`src/rtl/diff_drive_speed_frame_encoder_macros.svh`:
```
// ----------------------------------------------------------------------------
// Assertion macros for the differential-drive speed frame encoder
// Short forms for same-cycle and next-cycle implication checks.
// ----------------------------------------------------------------------------
`ifndef DIFF_DRIVE_SPEED_FRAME_ENCODER_MACROS_SVH
`define DIFF_DRIVE_SPEED_FRAME_ENCODER_MACROS_SVH

// Consequent must hold in the same cycle as the antecedent.
`define DDSFE_ASSERT_SAME(label, clk, rst, ante, cons, msg) \
   label: assert property (@(posedge clk) disable iff (rst) (ante) |-> (cons)) \
      else $error(msg);

// Consequent must hold in the cycle after the antecedent.
`define DDSFE_ASSERT_NEXT(label, clk, rst, ante, cons, msg) \
   label: assert property (@(posedge clk) disable iff (rst) (ante) |=> (cons)) \
      else $error(msg);

`endif

```
`src/rtl/ddsfe_pkg.sv`:
```
// ----------------------------------------------------------------------------
// ddsfe_pkg
// Shared types and constants of the speed frame encoder.
// ----------------------------------------------------------------------------
package ddsfe_pkg;

   // Configuration register indexes.
   localparam logic [2:0] REG_LINEAR_LIMIT  = 3'd0;
   localparam logic [2:0] REG_ANGULAR_LIMIT = 3'd1;
   localparam logic [2:0] REG_TRACK_WIDTH   = 3'd2;
   localparam logic [2:0] REG_SPEED_SCALE   = 3'd3;
   localparam logic [2:0] REG_DEVICE_ID     = 3'd4;

   // Fixed frame bytes.
   localparam logic [7:0] HEAD_BYTE = 8'h3C;
   localparam logic [7:0] LEN_BYTE  = 8'h0D;
   localparam logic [7:0] CMD1_BYTE = 8'h01;
   localparam logic [7:0] CMD2_BYTE = 8'h54;
   localparam logic [7:0] TAIL_BYTE = 8'h3E;
   localparam logic [7:0] FIXED_SUM = HEAD_BYTE + LEN_BYTE + CMD1_BYTE + CMD2_BYTE;

   // Byte positions inside a frame.
   localparam logic [3:0] POS_HEAD   = 4'd0;
   localparam logic [3:0] POS_ID     = 4'd1;
   localparam logic [3:0] POS_LEN    = 4'd2;
   localparam logic [3:0] POS_CMD1   = 4'd3;
   localparam logic [3:0] POS_CMD2   = 4'd4;
   localparam logic [3:0] POS_RIGHT0 = 4'd5;
   localparam logic [3:0] POS_RIGHT1 = 4'd6;
   localparam logic [3:0] POS_RIGHT2 = 4'd7;
   localparam logic [3:0] POS_RIGHT3 = 4'd8;
   localparam logic [3:0] POS_LEFT0  = 4'd9;
   localparam logic [3:0] POS_LEFT1  = 4'd10;
   localparam logic [3:0] POS_LEFT2  = 4'd11;
   localparam logic [3:0] POS_LEFT3  = 4'd12;
   localparam logic [3:0] POS_CSUM   = 4'd13;
   localparam logic [3:0] POS_TAIL   = 4'd14;

   // Widths of the wheel datapath.
   localparam int MAG_W   = 63;             // magnitude of a wheel sum
   localparam int SCALE_W = 16;
   localparam int PROD_W  = MAG_W + SCALE_W; // exact scaled magnitude
   localparam int NORM_W  = PROD_W + 1;      // padded to whole bytes
   localparam int NORM_BYTES = NORM_W / 8;

   // Register stages from accepted command to finished frame record.
   localparam int FRONT_STAGES = 10;

   typedef struct packed {
      logic [30:0] linear_limit;
      logic [30:0] angular_limit;
      logic [30:0] track_width;
      logic [15:0] speed_scale;
      logic [7:0]  device_id;
   } cfg_type;

   typedef struct packed {
      logic [31:0] right_bits;
      logic [31:0] left_bits;
      logic [7:0]  checksum;
   } frame_rec_type;

endpackage

```
`src/rtl/ddsfe_back.sv`:
```
// ----------------------------------------------------------------------------
// ddsfe_back
// Holds one frame record and hands it out one byte per beat.
// ----------------------------------------------------------------------------
module ddsfe_back (
   input  logic                       clock,
   input  logic                       reset,
   input  logic [7:0]                 device_id,
   input  logic                       q_empty,
   input  ddsfe_pkg::frame_rec_type   q_rec,
   output logic                       q_pop,
   input  logic                       pop,
   output logic                       empty,
   output logic [7:0]                 frame_byte,
   output logic                       last_byte
);
   import ddsfe_pkg::*;

   logic          busy_ff, busy_in;
   logic [3:0]    idx_ff, idx_in;
   frame_rec_type rec_ff;
   logic          take, finish, load;

   assign take   = pop & busy_ff;
   assign finish = take & (idx_ff == POS_TAIL);
   assign load   = !q_empty & (!busy_ff | finish);

   always_comb begin
      busy_in = load | (busy_ff & !finish);
      idx_in  = idx_ff;
      if (load) begin
         idx_in = POS_HEAD;
      end else if (take) begin
         idx_in = idx_ff + 4'd1;
      end
   end

   always_ff @(posedge clock) begin
      if (reset) begin
         busy_ff <= 1'b0;
         idx_ff  <= POS_HEAD;
      end else begin
         busy_ff <= busy_in;
         idx_ff  <= idx_in;
      end
   end

   always_ff @(posedge clock) begin
      if (load) begin
         rec_ff <= q_rec;
      end
   end

   always_comb begin
      unique case (idx_ff)
         POS_HEAD:   frame_byte = HEAD_BYTE;
         POS_ID:     frame_byte = device_id;
         POS_LEN:    frame_byte = LEN_BYTE;
         POS_CMD1:   frame_byte = CMD1_BYTE;
         POS_CMD2:   frame_byte = CMD2_BYTE;
         POS_RIGHT0: frame_byte = rec_ff.right_bits[7:0];
         POS_RIGHT1: frame_byte = rec_ff.right_bits[15:8];
         POS_RIGHT2: frame_byte = rec_ff.right_bits[23:16];
         POS_RIGHT3: frame_byte = rec_ff.right_bits[31:24];
         POS_LEFT0:  frame_byte = rec_ff.left_bits[7:0];
         POS_LEFT1:  frame_byte = rec_ff.left_bits[15:8];
         POS_LEFT2:  frame_byte = rec_ff.left_bits[23:16];
         POS_LEFT3:  frame_byte = rec_ff.left_bits[31:24];
         POS_CSUM:   frame_byte = rec_ff.checksum;
         POS_TAIL:   frame_byte = TAIL_BYTE;
         default:    frame_byte = 8'h00;
      endcase
   end

   assign last_byte = (idx_ff == POS_TAIL);
   assign empty     = !busy_ff;
   assign q_pop     = load;

endmodule

```
`config.mk`:
```
export PLATFORM = sky130hd
export DESIGN_NAME = ddsfe_back
export DESIGN_NICKNAME = d
export VERILOG_FILES = /design/src/rtl/diff_drive_speed_frame_encoder_macros.svh /design/src/rtl/ddsfe_pkg.sv /design/src/rtl/ddsfe_back.sv
export SDC_FILE = /design/constraint.sdc
export NUM_CORES = 1
export LEC_CHECK = 0
export BUFFER_PORTS_ARGS = -buffer_cell sky130_fd_sc_hd__buf_2
export CORE_MARGIN = 2
export CORE_UTILIZATION = 31
export DETAILED_ROUTE_END_ITERATION = 8
export PLACE_DENSITY = 0.61
export SYNTH_ARGS = -nofsm -noshare
export SYNTH_HDL_FRONTEND = slang
export SYNTH_SLANG_ARGS = --single-unit
export TNS_END_PERCENT = 10
```
`constraint.sdc`:
```
create_clock -name clock -period 5.71 [get_ports clock]
set_input_delay 0.8565 -clock clock [delete_from_list [all_inputs] [get_ports clock]]
set_output_delay 0.8565 -clock clock [all_outputs]
set_load 0.01 [all_outputs]
```
Yosys cells after proc, flatten, opt, wreduce, memory -nomap -nowiden:

Cells that the tools add are included.

* output and inout port bits: 11
* register bits after elaboration: 77
* word-level logic and storage cells: 32
* input bits: 84

* eq/ne operators: 14
* bitwise gates (word level): 6
* reduce and logical (&&, ||, !) cells: 5
* mux-type cells: 1
* add/subtract/negate cells: 1

Operators by type and width (number)
* $pmux W8 S15: 1
* $eq A4 B4 Y1 const B: 7
* $eq A4 B3 Y1 const B: 4
* $eq A4 B2 Y1 const B: 2
* $add A4 B1 Y4 const B: 1
* $and A1 B1 Y1: 4
* $eq A4 B1 Y1 const B: 1
* $logic_not A4 Y1: 1
* $logic_not A1 Y1: 3
* $or A1 B1 Y1: 2
* $reduce_or A2 Y1: 1

Depth between registers and ports, before layout:

* depth after elaboration: 5
* gate-level depth with buffers: 8
* depth with buffers taken out: 6

Worst setup path after synthesis:

Ideal clock, no wire load.

* path kind: in2out
* from: input port pop
* to: output port q_pop
* stages: 2
* arrival: 4.665 ns
* setup slack: 0.189 ns
* path buffers: 0
* path through: nand4_1 a21oi_1

* cells in the longest elaborated chain, start to end: 4

Ends and longest elaborated chain
* start, declared: line ddsfe_back.sv:12 `input logic pop,`
* $and A1 B1 Y1: line ddsfe_back.sv:24 `assign take = pop & busy_ff;`
* $and A1 B1 Y1: line ddsfe_back.sv:25 `assign finish = take & (idx_ff == POS_TAIL);`
* $or A1 B1 Y1: line ddsfe_back.sv:26 `assign load = !q_empty & (!busy_ff | finish);`
* $and A1 B1 Y1: line ddsfe_back.sv:26
* end, declared: line ddsfe_back.sv:11 `output logic q_pop,`

No other way between the ends.

Worst setup path after layout:

* from: register idx_ff[0]
* to: output port frame_byte[3]

* cells in the longest elaborated chain, start to end: 2
* elaborated cells between the ends (all ways): 16
* classes of those cells: eq/ne: 14; mux: 1; reduce/logical: 1

Ends and longest elaborated chain
* start, declared: line ddsfe_back.sv:20 `logic [3:0] idx_ff, idx_in;`
* start signal, assigned: line ddsfe_back.sv:44 `idx_ff <= idx_in;`
* $eq A4 B4 Y1 (tied with other cells): line ddsfe_back.sv:55 `unique case (idx_ff)`
* $pmux W8 S15 (*): line ddsfe_back.sv:55
* end, declared: line ddsfe_back.sv:14 `output logic [7:0] frame_byte,`

Mark *: on every way between the ends. The rest lies on a longest branch, timed or not.

==> impl_metrics.yaml <==
clock_network:
  clock_latency_ns: 0.35
  cts_hold_buf: 0
  numClockSinks: 77
  clk_pin_slew_ns: 0.09
  numCtsBuffers: 9
  cts_setup_buffers: 0
  cts-resized-gates: 0
  cts_tree: "built"
  cts-root-buf: "clkbuf_8"
  ctsLongestPathBuffers: 2
  htree_levels: 3
layout:
  final_layout_size_suffix_gt1_share_pct: 37.50
  fin_cells: 445
  diodes: 0
  finalCoreUtilization_pct: 39.69
  layout_common_cells: "94 x buf_2, 72 x edfxtp_1, 14 x a21oi_1"
  num-fill-cells: 954
  syn2layout_area_growth_pct: 23.38
  final_nets: 396
  final_common_cell: "buf_2"
sta:
  setup_viol: 0
  hold_viol: 0
  tns_ns: 0
  worst_slew_pin_slew_ns: 1.123
  period_share_pct: 60.03
  fmax_ghz: 0.2917
  fin_skew_ns: 0.01205
  grt_setup_unrepaired: "false"
  fin_crit_ns: 3.428
  relSlewSlack_pct: 25.00
  setup_ws_ns: 2.282
  slew_viol_final: 0
logic_synthesis:
  synth_mux_area_share_pct: 0.9858
  synth_edf_count: 72
  yosysWarningCount: 0
  synthDistinctLibCells: 39
  ys_seq_area_share_pct: 71.29
  synth-main-ff-cell: "edfxtp_1"
  synth_cells: 216
  ys_ff_latch: 77
  synth_compound_area_share_pct: 14.98
  synth_area_um2: 3173
  synth_top_area_share_pct: 68.14
  synth_xor_area_share_pct: 0.8281
  avgSynthCellArea_um2: 14.69
  synth-adder-area-share_pct: 1.972
  synth-simple-area-share_pct: 6.151
  synthArstFlopShare_pct: 0
  synth_area_leaders: "edfxtp_1 68%, dfxtp_1 3.2%, a21oi_1 2.4%"
  syn_nets: 305
  synth_top_family_by_area: "compound AO/OA/AOI/OAI gates"
  synth_largest_area_cell: "edfxtp_1"
detailed_routing:
  wl_per_cell_um: 17.25
  vias: 2161
  vias_per_cell: 4.856
  drtIter0Drc: 152
  finalWirelength_um: 7678
  drc: 0
  ant_nets: 0
  dr.pass1.iters: 4
die:
  num_io_pins: 95
  core-area_um2: 9864
  die_width_um: 105.2
  rows: 36
  start_util_pct: 32.17
  dieHeight_um: 105.2
  dieArea_um2: 11060
setup_path:
  critPathKind: "flop to output pin"
  ff2ff_setup_slack_ns: 2.67
  crit_buf_inv: 2
  crit_path_max_incr_delay_ns: 0.73
  timing.rr.start: "idx_ff[0]$_SDFFE_PP0N_"
  path_cells: "inv_1, ha_1, a22oi_1, and3_1, o32ai_1, a311o_1, buf_2"
  worstRegToRegCells: 7
  r2r_end: "idx_ff[0]$_SDFFE_PP0N_"
  worstPathArrival_ns: 2.57
  crit_path_start_kind: "flop"
  crit_fanout: 22
  required_ns: 4.85
  critPathCaptureType: "output pin"
  cp_slowest_cell: "ha_1"
  crit_family: "adder cells"
grt:
  grt_pass1_vias: 2148
  grt_max_degree: 74
  antenna_found_initial: 0
  grt_pass1_wl_um: 11870
  track_usage_pct: 14.32
  grt_overflow: 0
run_status:
  status: "finished, final reports clean"
placement:
  dp.cells: 429
  place_hpwl_um: 5166
  place.gp.congestion: 0.7431
  port_buffers: 94
  dp_slack_ns: 2.653
pwr:
  vdd_drop_max_mv: 0.1170
  p_leak_uw: 0.001456
  power.density_nw_per_um2: 288.2
  power.total_uw: 1128
worst_hold_path:
  worstHoldPathCells: 2
  min_path_type: "flop to flop"
  hold_path.startpoint: "idx_ff[1]$_SDFFE_PP0N_"
  hold_path_end: "idx_ff[1]$_SDFFE_PP0N_"
job:
  drv_cap: 0
[cell type report]
type	count	area, um2	share of cell area (%)
clock inverters	7	62.56	1.598
multi-input cells	119	802.0	20.49
well taps	133	166.4	4.251
repair buffers	95	478.0	12.21
inverters	5	18.77	0.4794
flip-flops and latches	77	2263	57.81
clock buffers	9	123.9	3.164
[kinds of logic after synthesis]
logic type,Yosys count
and+or+nand+nor,41
muxes,3
buffers and inverters,20
DFF,77
xor gates and xnor gates,3
adders and majority gates,5
AOI/OAI and AO/OA,67
[worst reg2reg max path: stages (launching register included)]
cell,delay (ns)
dfxtp_1,0.36
inv_1,0.15
ha_1,0.73
nand4_1,0.30
a21oi_4,0.27
buf_4,0.71
or2_2,0.36
nor2_1,0.06
[synth_stat cells (2+ instances only)]
library cell   n
dfxtp_1        5
mux2i_1        2
ha_1           5
o211ai_1       4
and3_1         4
a21oi_1       15
a221o_1        2
nand2_1       12
o21ai_0       11
nand3_1        8
nor2_1         7
a221oi_1       4
a31oi_1        3
a211oi_1       3
a222oi_1       3
buf_4          3
a22o_1         4
a22oi_1       10
inv_1          5
edfxtp_1      72
buf_6          3
nor3_1         3
xnor2_1        2
buf_2          9
nor2b_1        3
[flip-flops by register name, summed over array words and instances, names as in the netlist]
register	flops
busy_ff	1
rec_ff	72
idx_ff	4
[how the worst max path moves through the flow]
stage / start / end / cells after the start
floorplan: pop / q_pop / 2
global placement: idx_ff[1]$_SDFFE_PP0N_ / frame_byte[6] / 6
detailed placement: idx_ff[0]$_SDFFE_PP0N_ / frame_byte[3] / 7
CTS: idx_ff[1]$_SDFFE_PP0N_ / frame_byte[6] / 6
global route: idx_ff[1]$_SDFFE_PP0N_ / frame_byte[6] / 6
finish: idx_ff[0]$_SDFFE_PP0N_ / frame_byte[3] / 7
[metrics by stage]
stage	cell area (um2)	hold slack, ns
after global placement	3729	0.4928
after detailed placement	3729	0.5237
final	3915	0.5481
after floorplan	3173	0.4792
after global routing	3915	0.5739
after CTS	3915	0.5366
[metal layers]
layer	GRT usage, %	part of all wire [%]	vias to the layer above
li1	-	-	1040
met1	20.28	47	1036
met2	21.06	47	83
met3	4.304	5.7	2
met4	4.476	0.52	0
met5	0	0	-
[report_power, final]
part           switching, uW  total, uW  internal (uW)
sequential              9.94        663            653
combinational           41.3       74.6           33.3
clock                    222        391            169
total                    273       1130            855
Note: power is estimated with default switching activity, not from simulation.
