===== config.mk =====
export PLATFORM = sky130hd
export DESIGN_NAME = ddsfe_queue
export DESIGN_NICKNAME = d
export VERILOG_FILES = /design/src/rtl/diff_drive_speed_frame_encoder_macros.svh /design/src/rtl/ddsfe_pkg.sv /design/src/rtl/ddsfe_queue.sv
export SDC_FILE = /design/constraint.sdc
export NUM_CORES = 1
export LEC_CHECK = 0
export BUFFER_PORTS_ARGS = -buffer_cell sky130_fd_sc_hd__clkbuf_2
export CAP_MARGIN = 25
export CORE_MARGIN = 2
export CORE_UTILIZATION = 49
export DETAILED_ROUTE_END_ITERATION = 12
export HOLD_SLACK_MARGIN = 0.1
export PLACE_DENSITY_LB_ADDON = 0.15
export SLEW_MARGIN = 30
export SYNTH_ARGS = -nofsm -noshare
export SYNTH_HDL_FRONTEND = slang
export SYNTH_SLANG_ARGS = --single-unit

===== constraint.sdc =====
create_clock -name clock -period 2.64 [get_ports clock]
set_clock_uncertainty 0.05 [all_clocks]
set_input_delay 0.132 -clock clock [delete_from_list [all_inputs] [get_ports clock]]
set_output_delay 0.132 -clock clock [all_outputs]
set_load 0.02 [all_outputs]

===== src/rtl/diff_drive_speed_frame_encoder_macros.svh =====
// ----------------------------------------------------------------------------
// Assertion macros for the differential-drive speed frame encoder
// Short forms for same-cycle and next-cycle implication checks.
// ----------------------------------------------------------------------------
`ifndef DIFF_DRIVE_SPEED_FRAME_ENCODER_MACROS_SVH
`define DIFF_DRIVE_SPEED_FRAME_ENCODER_MACROS_SVH

// Consequent must hold in the same cycle as the antecedent.
`define DDSFE_ASSERT_SAME(label, clk, rst, ante, cons, msg) \
   label: assert property (@(posedge clk) disable iff (rst) (ante) |-> (cons)) \
      else $error(msg);

// Consequent must hold in the cycle after the antecedent.
`define DDSFE_ASSERT_NEXT(label, clk, rst, ante, cons, msg) \
   label: assert property (@(posedge clk) disable iff (rst) (ante) |=> (cons)) \
      else $error(msg);

`endif


===== src/rtl/ddsfe_pkg.sv =====
// ----------------------------------------------------------------------------
// ddsfe_pkg
// Shared types and constants of the speed frame encoder.
// ----------------------------------------------------------------------------
package ddsfe_pkg;

   // Configuration register indexes.
   localparam logic [2:0] REG_LINEAR_LIMIT  = 3'd0;
   localparam logic [2:0] REG_ANGULAR_LIMIT = 3'd1;
   localparam logic [2:0] REG_TRACK_WIDTH   = 3'd2;
   localparam logic [2:0] REG_SPEED_SCALE   = 3'd3;
   localparam logic [2:0] REG_DEVICE_ID     = 3'd4;

   // Fixed frame bytes.
   localparam logic [7:0] HEAD_BYTE = 8'h3C;
   localparam logic [7:0] LEN_BYTE  = 8'h0D;
   localparam logic [7:0] CMD1_BYTE = 8'h01;
   localparam logic [7:0] CMD2_BYTE = 8'h54;
   localparam logic [7:0] TAIL_BYTE = 8'h3E;
   localparam logic [7:0] FIXED_SUM = HEAD_BYTE + LEN_BYTE + CMD1_BYTE + CMD2_BYTE;

   // Byte positions inside a frame.
   localparam logic [3:0] POS_HEAD   = 4'd0;
   localparam logic [3:0] POS_ID     = 4'd1;
   localparam logic [3:0] POS_LEN    = 4'd2;
   localparam logic [3:0] POS_CMD1   = 4'd3;
   localparam logic [3:0] POS_CMD2   = 4'd4;
   localparam logic [3:0] POS_RIGHT0 = 4'd5;
   localparam logic [3:0] POS_RIGHT1 = 4'd6;
   localparam logic [3:0] POS_RIGHT2 = 4'd7;
   localparam logic [3:0] POS_RIGHT3 = 4'd8;
   localparam logic [3:0] POS_LEFT0  = 4'd9;
   localparam logic [3:0] POS_LEFT1  = 4'd10;
   localparam logic [3:0] POS_LEFT2  = 4'd11;
   localparam logic [3:0] POS_LEFT3  = 4'd12;
   localparam logic [3:0] POS_CSUM   = 4'd13;
   localparam logic [3:0] POS_TAIL   = 4'd14;

   // Widths of the wheel datapath.
   localparam int MAG_W   = 63;             // magnitude of a wheel sum
   localparam int SCALE_W = 16;
   localparam int PROD_W  = MAG_W + SCALE_W; // exact scaled magnitude
   localparam int NORM_W  = PROD_W + 1;      // padded to whole bytes
   localparam int NORM_BYTES = NORM_W / 8;

   // Register stages from accepted command to finished frame record.
   localparam int FRONT_STAGES = 10;

   typedef struct packed {
      logic [30:0] linear_limit;
      logic [30:0] angular_limit;
      logic [30:0] track_width;
      logic [15:0] speed_scale;
      logic [7:0]  device_id;
   } cfg_type;

   typedef struct packed {
      logic [31:0] right_bits;
      logic [31:0] left_bits;
      logic [7:0]  checksum;
   } frame_rec_type;

endpackage


===== src/rtl/ddsfe_queue.sv =====
// ----------------------------------------------------------------------------
// ddsfe_queue
// Short queue of finished frame records between the front and the back.
// ----------------------------------------------------------------------------
module ddsfe_queue #(
   parameter int DEPTH = 4
) (
   input  logic                              clock,
   input  logic                              reset,
   input  logic                              wr_en,
   input  ddsfe_pkg::frame_rec_type          wr_rec,
   input  logic                              rd_en,
   output ddsfe_pkg::frame_rec_type          rd_rec,
   output logic                              empty,
   output logic [$clog2(DEPTH+1)-1:0]        count
);
   import ddsfe_pkg::*;

   localparam int PW = (DEPTH > 1) ? $clog2(DEPTH) : 1;
   localparam int CW = $clog2(DEPTH + 1);

   frame_rec_type   mem_ff [DEPTH];
   logic [PW-1:0]   wr_ptr_ff, rd_ptr_ff;
   logic [CW-1:0]   count_ff;

   function automatic logic [PW-1:0] ptr_next(logic [PW-1:0] p);
      return (p == PW'(DEPTH - 1)) ? '0 : p + PW'(1);
   endfunction

   always_ff @(posedge clock) begin
      if (wr_en) begin
         mem_ff[wr_ptr_ff] <= wr_rec;
      end
   end

   always_ff @(posedge clock) begin
      if (reset) begin
         wr_ptr_ff <= '0;
         rd_ptr_ff <= '0;
         count_ff  <= '0;
      end else begin
         if (wr_en) begin
            wr_ptr_ff <= ptr_next(wr_ptr_ff);
         end
         if (rd_en) begin
            rd_ptr_ff <= ptr_next(rd_ptr_ff);
         end
         count_ff <= count_ff + CW'(wr_en) - CW'(rd_en);
      end
   end

   assign rd_rec = mem_ff[rd_ptr_ff];
   assign empty  = (count_ff == '0);
   assign count  = count_ff;

endmodule


=== After elaboration in Yosys (flattened, before gate mapping) ===
Memories as Yosys holds them, arrays and structs flattened. A register that Yosys moved wholly into a read port is not among the register bits.
Cells that the tools add are included.

* Bits in registers: 7
* Memory bits (writable): 288
* Output and inout port bits: 76
* Memories kept: 1

{| class="wikitable"
|+ Memories
! name !! depth !! bits a word !! read ports !! clocked after memory_dff !! write ports !! line !! text
|-
| mem_ff || 4 || 72 || 1 || 1 || 1 || ddsfe_queue.sv:22 || <nowiki>frame_rec_type mem_ff [DEPTH];</nowiki>
|}

* Add/subtract/negate cells: 4
* Equal/unequal tests: 2
* Mux-type cells: 6
* Reduce and logical (&&, ||, !) cells: 1

{| class="wikitable"
|+ Operators with widths
! operator !! count
|-
| $mux 2 || 4
|-
| $add 2x1->2 const B || 2
|-
| $eq 2x2->1 const B || 2
|-
| $add 3x1->3 || 1
|-
| $logic_not 3->1 || 1
|-
| $sub 3x1->3 || 1
|-
| $mux 1 || 2
|}

=== Longest topological paths before layout ===
Gate-level depths: netlist (run 1).

* Word-level depth: 4
* Mapped depth: 8
* Mapped depth without buffers: 8

=== Worst setup path after synthesis (run 1) ===
OpenSTA, ideal clock, no wires.

* Path type: flip-flop to flip-flop
* From: register wr_ptr_ff[0]
* To: memory mem_ff[0][0] in the netlist's numbering, enable pin
* Library setup time: 438 ps
* Arrival: 2223 ps
* Path slack: -70 ps
* Stages on the path, launching flop included: 4
* Path buffers: 0
* Clock period less this slack: 2710 ps
* Cells stage by stage: dfxtp_1 -> inv_1 -> ha_1 -> and2_1

{| class="wikitable"
|+ RTL lines
! item !! line !! text
|-
| start: declaration || ddsfe_queue.sv:23 || <nowiki>logic [PW-1:0] wr_ptr_ff, rd_ptr_ff;</nowiki>
|-
| start signal: assignment || ddsfe_queue.sv:43 || <nowiki>wr_ptr_ff <= ptr_next(wr_ptr_ff);</nowiki>
|-
| end: declaration || ddsfe_queue.sv:22 ||
|}

No word-level cell before the write port.

==> flow_results.org, run 1 <==
** Clock network
- CTS root buffer :: clkbuf_16
- Counting the buffers created by CTS gives 29.
- Clk sinks :: slightly below 300
- Clock-pin slew was measured on the worst setup and hold paths at around 60 ps.
- Clock latency on the worst-skew pair :: 530 ps
- # H-tree levels :: 1
- TritonCTS clock tree :: built
- No sink is reached through more buffers than the 3 on the longest clock path.

** Synth
- Adder and majority gate portion of the synthesized area :: 0.986%
- After technology mapping, the gate count stands at 417.
- In this run, synthesis produced a sequential element count of 297.
- Ys Warns :: 0
- After synthesis, the largest family of logic cells by area is multiplexers.
- Most frequent cell after synthesis :: edfxtp_1
- The synthesized netlist devotes less than 1% of its cell area to XOR and XNOR gates.
- In this run the mean area of a mapped cell was approximately 26 um2.
- Share of the synthesized area in compound gates (AO/OA/AOI/OAI) :: less than 1%
- Sequential area share after synthesis :: between 80% and 90%
- Top cell type's share of synthesized area :: 79.3%
- After synthesis the cells add up to between 10000 and 15000 um2.
- Distinct cell type count after synthesis :: 20
- Ranked by instance count, the synthesized netlist is headed by edfxtp_1 (288), mux4_2 (70), dfxtp_1 (9).
- In the synthesized netlist the async set-or-reset flop fraction comes to 0%.
- Leading cell types by total area after synthesis :: edfxtp_1 (79%), mux4_2 (14%), dfxtp_1 (1.7%), buf_12 (1.3%), ha_1 (0.80%)
- Count of flip-flops with a built-in enable after synthesis :: 288
- Post-synthesis simple-gate area fraction :: less than 1%
- Share of cell area taken by muxes after synthesis :: between 10% and 20%
- The number of nets handed over by synthesis was about 500.
- The biggest area contributor in the post-synthesis netlist is edfxtp_1.
- The most used flip-flop cell after synthesis is edfxtp_1.

** Global route
- The initial antenna violation count came to 1.
- First-pass GRT wire length :: about 32000 um
- The total overflow left after global routing is 0.
- The via count of the first global-routing pass came to about 5700.
- Across every metal layer, demand over resource in global routing totals about 17%.
- Entering global routing, the biggest net connects 38 pins.

** Cells and area
- Final layout net count :: approximately 760
- Filler instances :: 1503
- Synthesis-to-layout area growth :: 27.0%
- Summing all multi-input logic gate instances after layout gives approximately 1900 um2.
- The finished layout holds slightly below 1000 standard cells, fillers aside.
- End-of-flow core utilization :: between 60% and 70%
- Layout cells sized above 1 :: 41.9%
- Post-route cell area :: roughly 14000 um2
- Area used by sequential logic in the layout :: 8840 um2

** Die
- Count of standard-cell rows :: 54
- Die W :: between 150 and 200 um
- For this configuration, the core starts out at a cell density of between 40% and 50%.
- Number of top-level pins :: roughly 150
- The core region is 21800 um2.
- The die covers 23500 um2.
- The die is 153 um tall.

** STA
- Post-layout minimum cycle time :: 2440 ps
- Setup repair after global routing left no endpoint under its margin.
- Peak clock frequency supported by timing :: around 410 MHz
- Final worst setup slack :: 197 ps
- Of the available clock period, the critical path in the final layout requires ~93%.
- Tightest Pin Transition :: 531 ps
- Setup violations remaining at the end of the flow were counted as 0.
- The final count of hold timing violations was 0.
- The final number of max-transition violations was 0.
- Setup TNS after final layout :: 0 ps
- Measured against its own limit, the worst slew margin works out to between 60 and 70%.

** Route
- After detailed routing, the average wire length per cell comes to 20.6 um.
- After detailed routing, the number of remaining DRC violations is 0.
- Summing over every cut layer, the via total after detailed routing is roughly 5200.
- Total Wirelength :: 20100 um
- Number of DRC markers after the initial detailed-route iteration :: around 270
- Post-route antenna net violation count :: 0
- The pre-antenna-repair detailed-routing pass consisted of 4 iterations.
- Using the TritonRoute via totals, the vias-per-cell ratio works out to 5.30.

** Worst setup path
- In this run the worst setup path terminates at rd_rec[33].
- The startpoint identified for the worst register-to-register timing path is wr_ptr_ff[0].
- Kind of start point of the critical path :: register
- Data on the critical path is required at its endpoint by 2460 ps.
- In this run the worst path has a maximum fanout of 19.
- Counting cells, the worst reg-to-reg path comes to 4.
- The worst register-to-register path ends at mem_ff[2][35].
- For flop-to-flop paths, the worst setup slack is between 800 and 900 ps.
- Data on the critical path arrives at its endpoint at roughly 2300 ps.
- By startpoint and endpoint, the worst setup path is classified as reg2out.
- Capturing element type of the critical path :: primary output

** Min path
- Worst min path class :: in2reg

** Flow run
- Maximum Capacitance Violations :: 0

** Outcome
- The run finished with clean final reports.

** Pwr
- Power spread over the standard cell area amounts to between 800 and 900 nW/um2.
- Worst IR drop on VDD :: 605 uV
- Static leakage :: between 4 and 5 nW

** Place
- OpenSTA, run right after detailed placement, puts the worst setup slack at 703 ps.
- Detailed placement finished with a half-perimeter wire length of ~12000 um.
- Cell area reported after detailed placement :: about 12000 um2
- Routability congestion estimate :: about 0.70
- Count of input and output buffers :: ~150
- Counting tap cells, the placed design contains a total of ~850 instances.
-- where the power goes --
| group | total [W] | switching, W | internal (W) |
|---|---|---|---|
| Clock | 0.00452 | 0.00163 | 0.00289 |
| Combinational | 0.00111 | 0.000611 | 0.000500 |
| Sequential | 0.00546 | 0.0000806 | 0.00538 |
-- worst max-delay path, stage by stage, from the launching register on --
cell	delay [ps]
dfxtp_4	590
buf_4	370
mux4_2	570
clkbuf_2	180
-- registers in the layout, indices dropped and copies added (netlist names), named ones only --
register   flops
count          3
mem_ff       288
rd_ptr_ff      2
wr_ptr_ff      2
-- how the worst min path moves through the flow --
stage	start	to	slack, ps	cells after the start
after floorplan	reset	count[1]	150	1
after global placement	wr_rec[33]	mem_ff[0][33]	290	1
after detailed placement	wr_rec[33]	mem_ff[0][33]	300	1
after CTS	wr_rec[31]	mem_ff[3][31]	280	2
after global routing	wr_rec[71]	mem_ff[1][71]	310	2
final	wr_rec[63]	mem_ff[0][63]	310	2
-- per-stage QoR --
step / power, W / hold WS, ps
2_1_floorplan: 0.00621 / 149
3_5_place_dp: 0.00660 / 301
6_report: 0.0111 / 306
5_1_grt: 0.0114 / 310
4_1_cts: 0.0112 / 284
3_3_place_gp: 0.00658 / 294
-- metal layers --
layer  global-route usage (%)  part of all wire [%]  vias to the layer above
met5                        0                     0                        -
met4                     3.97                   1.9                        0
met3                     3.94                   5.9                       32
met2                     30.5                    52                      134
met1                     22.5                    40                     2697
li1                         -                     -                     2302
-- placed cells by master, fill, tap and decap left out, drive strengths merged, types with 2 or more instances in the layout --
cell,netlist,layout
edfxtp,288,288
clkbuf,1,192
dlygate4sd3,0,75
mux4,72,72
buf,15,14
dfxtp,9,9
ha,7,7
bufinv,0,7
inv,5,5
and2,4,4
nor2,4,4
clkinv,0,4
or3b,2,2
nand2b,2,2
a21oi,2,2
mux2i,2,2
-- area by class of cell --
cell class / instances / area share, %
Clock inverter: 12 / 1.74
Sequential cell: 297 / 63.8
Tap cell: 280 / 2.53
Inverter: 5 / 0.135
Clock buffer: 41 / 6.07
Antenna cell: 1 / 0.0181
Timing Repair Buffer: 240 / 12.2
Multi-Input combinational cell: 99 / 13.6
-- kinds of logic after synthesis --
family / after synthesis
adder cells (fa/ha/maj): 8
XOR/XNOR: 1
flip-flops: 297
multiplexers: 74
AO/OA/AOI/OAI: 2
buffers and inverters: 21
AND/OR/NAND/NOR: 14
-- repair_timing --
item / CTS / global route
hold buffers: 75 / 0
buffers inserted: 0 / 0
gates resized for setup: 0 / 0
endpoints found under the hold margin: 297 / 0
Power figures use the tool's default switching activity.
==> run 2: changes to the inputs <==
Settings changed: HOLD_SLACK_MARGIN 0.1 to 0.02, RECOVER_POWER from default to 100.
==> run 2 against run 1 <==
Setup slack about the same. Core utilization decreased by 1.1 points. Fmax about the same. Count of clock-buffer cells in the layout unchanged. Critical endpoint unchanged. Via count decreased by 0.62%. Non-clock buffer count unchanged. Critical path depth unchanged. Global-route usage unchanged. Die area unchanged. Register-to-register slack got worse by 590 ps. Largest cell class unchanged. Highest routed layer unchanged.
==> flow_results.org, run 2 (synthesis results as in run 1) <==
** STA
- Final setup viols :: 0
- Setup TNS after final layout :: 0 ps
- Hold violation total from the final report :: 0
- Worst hold margin :: ~350 ps
- Post-route clock period utilization :: between 90% and 100%
- Setup repair after global routing left no endpoint under its margin.
- Post-layout minimum cycle time :: roughly 2400 ps
- Final worst setup slack :: about 200 ps
- Peak clock frequency supported by timing :: 409 MHz
- The final number of max-transition violations was 0.
- Tightest Pin Transition :: 1080 ps
- In this run the tightest slew margin relative to its limit is roughly 28%.

** Worst setup path
- The worst setup path is of the reg2out kind.
- The worst setup path is launched from a register.
- For this run, the slowest stage of the critical path takes 590 ps.
- Maximum fanout along the worst path :: 19
- WP data required :: around 2500 ps
- Capturing element type of the critical path :: primary output
- Arrival time at the worst endpoint :: 2260 ps
- Critical path cell sequence :: buf_4 -> mux4_2 -> clkbuf_2
- Slowest stage cell, crit path :: dfxtp_4
- Reg2reg path depth :: 3

** Route
- In the final routing, the length of wire on met1 measures 8310 um.
- Wire segments on met3 add up to roughly 1100 um in the final route.
- TritonRoute pass-1 iters :: 6
- After detailed routing, the number of remaining DRC violations is 0.
- Number of DRC markers after the initial detailed-route iteration :: between 200 and 250
- Post-route antenna net violation count :: 0
- Overall via count from detail_route :: approximately 5100
- Using the TritonRoute via totals, the vias-per-cell ratio works out to about 5.3.
- The routed design uses about 10000 um of met2 wire.
- Dividing the detail-routed wire length by the instance count gives about 21 um.
- Total Wirelength :: between 20000 and 25000 um
- Signal routing reaches up to met4.

** Cells and area
- Final layout net count :: between 700 and 800
- Synthesis-to-layout area growth :: 24.8%
- Leading cell type in the layout, fill and taps excluded :: edfxtp_1
- Cell Count, Final, Fillers Out :: approximately 1000
- Registers take roughly 9000 um2.
- Largest register by flop count :: mem_ff
- Top library cells by usage in the layout, fill and taps aside :: edfxtp_1 (288), clkbuf_1 (133), dlygate4sd3_1 (75), mux4_2 (70), clkbuf_2 (30)
- Summing all multi-input logic gate instances after layout gives 1880 um2.
- Max FFs per register :: 288
- Cells with a size suffix above 1 make up a little under a quarter of the layout.
- Filler instances :: around 1600

** Clock network
- TritonCTS built the clock tree.
- The clock passes through at most 3 buffers.
- Clock latency on the worst-skew pair :: between 500 and 600 ps
- TritonCTS created 29 clock buffers.
- After clock tree synthesis, the clock-pin slew on the worst setup and hold paths is about 60 ps.
- The tree is rooted in a clkbuf_16.
- The clock drives approximately 300 sinks.
- # H-tree levels :: 1
- In this run, post-CTS repair resized a total of 0 instances.

** Pwr
- Dividing total power by cell area gives a power density of 810 nW/um2.
- Across the VDD grid, the largest voltage drop is about 600 uV.
- Registers are responsible for between 40% and 50% of the overall power.
- For this design the static power due to leakage is 4.42 nW.
- The share of total power dissipated in combinational logic is a little under a tenth.
- Net switching is between 20% and 30% of the power.
- Power spent charging and discharging nets :: approximately 0.0023 W
- Clk pwr share :: between 40% and 50%
- Total power for the finished layout comes to 0.0110 W.
- Cell internal power was estimated by the tool at 0.00871 W.

** Die
- During I/O placement, the number of pins put on the boundary was roughly 150.
- Count of standard-cell rows :: 54
- Die W :: 153 um
- Once the floorplan was initialized, standard cells occupied 50.0% of the core.
- The die covers between 20000 and 25000 um2.
- In this run the vertical extent of the chip is approximately 150 um.
- Core outline area :: about 22000 um2

** Global route
- Overall routing resource usage :: 17.4%
- Summed over all layers, the global routing overflow is 0.
- Vias in the first global route :: roughly 5700
- The first global-routing pass estimated approximately 32000 um of wire.
- The initial antenna violation count is 1.
- Entering global routing, the biggest net connects 38 pins.

** Min path
- The worst hold path passes through 2 cells.
- Worst min path class :: in2reg

** Place
- Routability-driven placement finished with a final weighted congestion of 0.703.
- Count of input and output buffers :: around 150
- Hpwl dp :: around 12000 um
- Worst slack at placement :: around 700 ps
- Post-Place Cells :: between 800 and 900

** Outcome
- The run finished with clean final reports.

** Flow run
- The tool flagged a number of max-cap violations equal to 0.
-- run 2: cell types whose count changed in the layout (fill, tap and decap cells not counted) --
cell and change:
clkbuf_1 +128, clkbuf_2 -121, buf_4 -6, buf_12 -5
and2_2 +3, and2_4 -3, clkbuf_4 +3, buf_6 +1
-- run 2: final timing paths --
check | endpoint | start | slack, ps
hold reg to reg | register | rd_ptr_ff[0] | 460
hold / removal | mem_ff[0][63] | wr_rec[63] | 350
setup / recovery | rd_rec[33] | register | 200
setup reg to reg | mem_ff[3][66] | wr_ptr_ff[0] | 240
-- run 2: stage by stage --
stage / area [um2] / utilization [%]
finish: 13600 / 62.4
global route: 13600 / 62.4
CTS: 13900 / 63.5
detailed placement: 12000 / 55.1
global placement: 12000 / 55.1
floorplan: 10900 / -
-- run 2: layer usage --
layer,GRT usage [%],vias to the layer above
li1,-,2305
met1,22.5,2672
met2,30.5,127
met3,3.94,29
met4,3.97,0
met5,0,-
-- run 2: worst max-delay path: cells and delay by family, from the launching register on --
kind,cells,cell delay (ps)
mux,1,570
buf+inv,2,550
flops,1,590
-- run 2: cell type report --
class,instances,area share [%]
Sequential cell,297,64.9
Multi-Input combinational cell,99,13.8
Timing Repair Buffer,240,10.6
Clock buffer,41,6.17
Tap cell,280,2.57
Clock inverter,12,1.77
Inverter,5,0.138
Antenna cell,1,0.0184
-- run 2: timing repair --
item	4_1_cts	5_1_grt
hold buffers	75	0
hold endpoints to repair	297	0
buffers inserted	0	0
endpoints found under the setup margin	0	0
-- run 2: power groups by stage --
stage	combinational, W	sequential, W	clock [W]
floorplan	0.000668	0.00554	0
global placement	0.00102	0.00555	0
detailed placement	0.00104	0.00556	0
CTS	0.00113	0.00546	0.00461
global route	0.00113	0.00548	0.00477
finish	0.00105	0.00546	0.00452
